===== config.mk =====
export PLATFORM = sky130hd
export DESIGN_NAME = ffea_cell
export DESIGN_NICKNAME = d
export VERILOG_FILES = /design/src/hdl/first_fit_extent_allocator_top_defines.svh /design/src/hdl/ffea_pkg.sv /design/src/hdl/ffea_cell.sv
export SDC_FILE = /design/constraint.sdc
export NUM_CORES = 1
export LEC_CHECK = 0
export BUFFER_PORTS_ARGS = -buffer_cell sky130_fd_sc_hd__buf_2
export CAP_MARGIN = 20
export CORE_MARGIN = 10
export CORE_UTILIZATION = 47
export CTS_CLUSTER_SIZE = 30
export DETAILED_ROUTE_END_ITERATION = 10
export PLACE_DENSITY = 0.72
export SLEW_MARGIN = 40
export SYNTH_ARGS = -nofsm -noshare
export SYNTH_HDL_FRONTEND = slang
export SYNTH_SLANG_ARGS = --single-unit
export TNS_END_PERCENT = 100

===== constraint.sdc =====
create_clock -name aclk -period 19.1 [get_ports aclk]
set_input_delay 4.775 -clock aclk [delete_from_list [all_inputs] [get_ports aclk]]
set_output_delay 4.775 -clock aclk [all_outputs]
set_load 0.1 [all_outputs]

===== src/hdl/first_fit_extent_allocator_top_defines.svh =====
// ----------------------------------------------------------------------------
// first fit extent allocator assertion macros
// shared property wrappers for the allocator rtl
// ----------------------------------------------------------------------------
`ifndef FIRST_FIT_EXTENT_ALLOCATOR_TOP_DEFINES_SVH
`define FIRST_FIT_EXTENT_ALLOCATOR_TOP_DEFINES_SVH

// checked property, held off while reset is low
`define FFEA_ASSERT(lbl, clk, rstn, prop, msg) \
    lbl: assert property (@(posedge clk) disable iff (!(rstn)) (prop)) else $error(msg);

// checked property, active during reset too
`define FFEA_ASSERT_ALWAYS(lbl, clk, prop, msg) \
    lbl: assert property (@(posedge clk) (prop)) else $error(msg);

`endif


===== src/hdl/ffea_pkg.sv =====
// ----------------------------------------------------------------------------
// ffea_pkg
// types, codes and helpers shared by the extent allocator modules
// ----------------------------------------------------------------------------
`timescale 1ns / 1ps
package ffea_pkg;

    localparam logic [31:0] MIN_BODY = 32'd32;

    typedef enum logic [1:0] {
        OP_INIT    = 2'd0,
        OP_ALLOC   = 2'd1,
        OP_RELEASE = 2'd2,
        OP_NOP     = 2'd3
    } opcode_t;

    localparam logic [1:0] STAT_OK    = 2'd0;
    localparam logic [1:0] STAT_NOFIT = 2'd1;
    localparam logic [1:0] STAT_FULL  = 2'd2;
    localparam logic [1:0] STAT_ZERO  = 2'd3;

    typedef enum logic [2:0] {
        CMD_NONE,
        CMD_WRITE,
        CMD_REMOVE,
        CMD_INSERT,
        CMD_MERGE_PREV,
        CMD_MERGE_NEXT
    } cmd_kind_t;

    typedef struct packed {
        cmd_kind_t   kind;
        logic        join_next;
        logic [31:0] hdr;
        logic [31:0] size;
    } cell_cmd_t;

    typedef struct packed {
        logic [31:0] req;
        logic [33:0] rel_end;
        logic [31:0] rel_hdr;
    } query_t;

    typedef struct packed {
        logic fit;
        logic lt;
        logic eq_next;
        logic eq_prev;
    } cell_flags_t;

    typedef struct packed {
        logic [31:0] hdr;
        logic [31:0] size;
    } extent_t;

    // a + header + b, saturating at all ones
    function automatic logic [31:0] sat_join(input logic [31:0] a, input logic [31:0] b,
                                             input logic [4:0] hb);
        logic [33:0] sum;
        sum = {2'b00, a} + {29'd0, hb} + {2'b00, b};
        return (|sum[33:32]) ? 32'hFFFF_FFFF : sum[31:0];
    endfunction

endpackage


===== src/hdl/ffea_cell.sv =====
// ----------------------------------------------------------------------------
// ffea_cell
// one table slot: holds an extent, compares it against the query and
// shifts to or from its neighbors on a table update
// ----------------------------------------------------------------------------
`timescale 1ns / 1ps
module ffea_cell #(
    parameter int IDX_W        = 4,
    parameter int CNT_W        = 5,
    parameter int INDEX        = 0,
    parameter int HEADER_BYTES = 8
) (
    input  logic                 aclk,
    input  logic [CNT_W-1:0]     count,
    input  ffea_pkg::query_t     query,
    output ffea_pkg::cell_flags_t flags,
    input  logic                 cmd_en,
    input  ffea_pkg::cell_cmd_t  cmd,
    input  logic [IDX_W-1:0]     cmd_idx,
    input  ffea_pkg::extent_t    left_ext,
    input  ffea_pkg::extent_t    right_ext,
    output ffea_pkg::extent_t    own_ext
);
    import ffea_pkg::*;

    localparam logic [4:0] HB = 5'(HEADER_BYTES);
    localparam logic [IDX_W-1:0] MY_IDX = IDX_W'(INDEX);

    extent_t     ext_reg, ext_next;
    cell_flags_t flags_reg, flags_next;
    logic        valid, sel, above;
    logic [31:0] merged;

    assign valid = count > CNT_W'(INDEX);
    assign sel   = cmd_idx == MY_IDX;
    assign above = MY_IDX > cmd_idx;

    always_comb begin
        flags_next.fit     = valid && (ext_reg.size >= query.req);
        flags_next.lt      = valid && ({2'b00, ext_reg.hdr} < query.rel_end);
        flags_next.eq_next = valid && ({2'b00, ext_reg.hdr} == query.rel_end);
        flags_next.eq_prev = valid && (({2'b00, ext_reg.hdr} + {29'd0, HB} +
                             {2'b00, ext_reg.size}) == {2'b00, query.rel_hdr});
    end

    // preceding merge absorbs the released block and maybe the right neighbor
    assign merged = sat_join(ext_reg.size,
                             cmd.join_next ? sat_join(cmd.size, right_ext.size, HB) : cmd.size,
                             HB);

    always_comb begin
        ext_next = ext_reg;
        if (cmd_en) begin
            case (cmd.kind)
                CMD_WRITE: begin
                    if (sel) begin
                        ext_next.hdr  = cmd.hdr;
                        ext_next.size = cmd.size;
                    end
                end
                CMD_REMOVE: begin
                    if (sel || above) begin
                        ext_next = right_ext;
                    end
                end
                CMD_INSERT: begin
                    if (sel) begin
                        ext_next.hdr  = cmd.hdr;
                        ext_next.size = cmd.size;
                    end else if (above) begin
                        ext_next = left_ext;
                    end
                end
                CMD_MERGE_PREV: begin
                    if (sel) begin
                        ext_next.size = merged;
                    end else if (above && cmd.join_next) begin
                        ext_next = right_ext;
                    end
                end
                CMD_MERGE_NEXT: begin
                    if (sel) begin
                        ext_next.hdr  = cmd.hdr;
                        ext_next.size = sat_join(cmd.size, ext_reg.size, HB);
                    end
                end
                default: begin
                    ext_next = ext_reg;
                end
            endcase
        end
    end

    always_ff @(posedge aclk) begin
        ext_reg   <= ext_next;
        flags_reg <= flags_next;
    end

    assign own_ext = ext_reg;
    assign flags   = flags_reg;

endmodule

==> results.ini <==
[routing]
vias = 16400
drc = 0
viasPerCell = 6.31
drtAntennaViolNets = 0
drt_pre_antenna_iters = 6
routed_wl_mm = 61.8
initialDrtViolationCount = 1681
wl_per_cell_um = 23.8

[floorplanning]
core_um2 = 30500
fp-row-count = 64
die_h_um = 195
start_util_pct = 47.4
die_w_um = 195
ios = 373
die_area_um2 = 38200

[synthesis]
synth-seq-cells = 68
synth-edff-count = 64
synth_area_leaders = ha_1 22%, edfxtp_1 13%, a21oi_1 6.6%
ys.flop_type = edfxtp_1
synth_cells = 1877
synth_nets = 2445
synth_cell_types = 84
async_flop_share_pct = 0
ys_seq_area_share_pct = 13.8
yosysTopAreaCell = ha_1
yosys_warnings = 0
syn-cell-area_um2 = 14500
syn_avg_cell_area_um2 = 7.71
synth_top_area_share_pct = 22.4

[cells_and_area]
nets = 2763
drive_gt1_share_pct = 20.0
fin_cells = 2598
largest_reg_flops = 64
fillerInstances = 2962
area_growth_pct = 17.8

[clock_tree]
cts.sinks = 68
numCtsBuffers = 9
postCtsHoldBufs = 0
cts_tree = built
cts_setup_buffers = 0
clkSlewWorstSetupHoldPaths_ns = 0.06
clkLatencyLatePin_ns = 0.35
cts.path.max_buffers = 2
cts_resized = 0
htreeDepth = 3
cts-root-buf = clkbuf_16

[setup_path]
critPathMaxStageDelay_ns = 0.59
cp_data_required_time_ns = 19.18
crit_top_cell = o21ai_0
crit_slowest_cell = or4_1
critPathMaxFanout = 32
crit_type = in2reg
crit_path_start_kind = primary input
critPathArrivalTime_ns = 13.00
worstSetupEndpointType = flip-flop

[job]
cap_viol_max_count = 0

[grt]
grt-ovfl-total = 0
grt_pass1_vias = 16000
grt_pass1_wl_mm = 92.9
grt.total_usage_pct = 30.4
antenna_found_initial = 1
grt_max_degree = 40

[sta]
hold_viol_final = 0
skew_ns = 0.0148
worstMarginPinSlew_ns = 0.898
post-route-period-util_pct = 67.7
maxSlewViolCount = 0
relSlewSlack_pct = 38.6
fmax_mhz = 77.4
worst_slack_ns = 6.18
setup_tns_ns = 0
rsz0062_at_grt = no
fin_crit_ns = 12.92
finalSetupViolCount = 0

[pwr]
power.total_mw = 0.759
p_leak_nw = 7.95
powerDensity_nw_per_um2 = 44.5
ir_worst_vdd_v = 0.0000374

[placed_design]
gp_congestion = 1.01
dp_slack_ns = 5.99
port_buffers = 372
hpwl_mm = 51.6
dp.cells = 2579

[status]
status = complete, no violations

[hold_path]
hp-class = reg2reg

per-layer routing:
metal,part of all wire (%),vias up,wire length (um),global-route usage [%]
li1,-,7677,-,-
met2,46,827,28700,50.2
met5,0,-,0,0
met3,8.3,88,5110,4.85
met1,43,7797,26600,40.5
met4,2.2,0,1370,7.18
worst max-delay path: cells and delay by family:
kind | cells | cell delay [ns]
compound gates | 18 | 4.63
buf+inv | 3 | 0.48
xor+xnor | 2 | 0.34
fa+ha+maj | 4 | 1.23
simple gates | 7 | 1.53
Yosys cell counts (all sizes together), types with 9 or more instances:
master,number
a2111oi,10
a211oi,12
a21boi,15
a21o,73
a21oi,195
a221oi,9
a222oi,21
a31oi,38
and2,10
and3,13
buf,17
clkbuf,65
edfxtp,64
ha,259
inv,114
nand2,150
nand2b,28
nand3,44
nand4,44
nor2,107
nor2b,55
nor3,19
nor4,9
o211ai,11
o21a,19
o21ai,162
o21bai,16
o22a,32
o31ai,9
or4,9
xnor2,95
xor2,55
stage by stage:
step,util [%],hold slack [ns],area (um^2)
after floorplan,-,1.38,14500
after global placement,54.5,0.774,16600
after detailed placement,54.9,0.821,16700
after CTS,55.8,0.820,17000
after global routing,55.8,0.895,17000
final,55.9,0.838,17000
where the power goes:
part	switching, mW	internal (mW)	leakage (nW)
combinational	0.248	0.168	7.22
sequential	0.00298	0.168	0.595
clock	0.0725	0.100	0.137
path summary, 6_finish.rpt:
kind                         startpoint               endpoint  slack, ns  cells after the start
setup / recovery                 cmd[8]  own_ext[27]$_DFFE_PP_       6.18                     34
hold / removal    own_ext[54]$_DFFE_PP_       flags[2]$_DFF_P_       0.84                      4
setup reg to reg  own_ext[11]$_DFFE_PP_  own_ext[30]$_DFFE_PP_      14.23                     13
hold reg to reg   own_ext[54]$_DFFE_PP_       flags[2]$_DFF_P_       0.84                      4
layout by cell type, fill, tap and decap left out, drive strengths merged, types with 6 or more instances in the layout:
| cell | synthesis | layout |
|---|---|---|
| a21boi | 15 | 15 |
| or3 | 6 | 6 |
| o21a | 19 | 19 |
| a21o | 73 | 73 |
| xnor2 | 95 | 95 |
| nand2b | 28 | 28 |
| nor2b | 55 | 55 |
| nor4 | 9 | 9 |
| a31oi | 38 | 38 |
| nand3 | 44 | 44 |
| o31ai | 9 | 9 |
| a211o | 6 | 6 |
| nand4 | 44 | 44 |
| ha | 259 | 259 |
| nor3 | 19 | 19 |
| a2111oi | 10 | 10 |
| buf | 17 | 389 |
| o2111ai | 6 | 6 |
| a21oi | 195 | 195 |
| o22a | 32 | 32 |
| xor2 | 55 | 55 |
| or4 | 9 | 9 |
| a222oi | 21 | 21 |
| a211oi | 12 | 12 |
| and3 | 13 | 13 |
| a221oi | 9 | 9 |
| o21ai | 162 | 162 |
| o21bai | 16 | 16 |
| mux2i | 6 | 6 |
| nand2 | 150 | 150 |
| and2 | 10 | 10 |
| o211ai | 11 | 11 |
| nor2 | 107 | 107 |
| clkbuf | 65 | 10 |
| inv | 114 | 114 |
| edfxtp | 64 | 64 |
cell families (layout without fill, tap and decap cells):
kind of cell / after synthesis / in the layout / synth area share, %
xor+xnor: 150 / 150 / 9.13
other cells: 0 / 2 / 0
mux: 7 / 7 / 0.519
flops: 68 / 68 / 13.8
fa+ha+maj: 263 / 263 / 23.0
compound gates: 690 / 690 / 31.3
simple gates: 503 / 503 / 17.0
buf+inv: 196 / 519 / 5.24
cell type report:
class	instances	area, um^2	share of cell area, %
antenna	2	5.00	0.0294
multi-input combinational	1613	11800	69.1
timing repair buffer	389	2050	12.0
inverter	114	428	2.51
clock inverter	6	55.1	0.323
sequential	68	2000	11.7
tap	396	495	2.91
clock buffer	10	229	1.34
(Power assumes the default switching activity.)
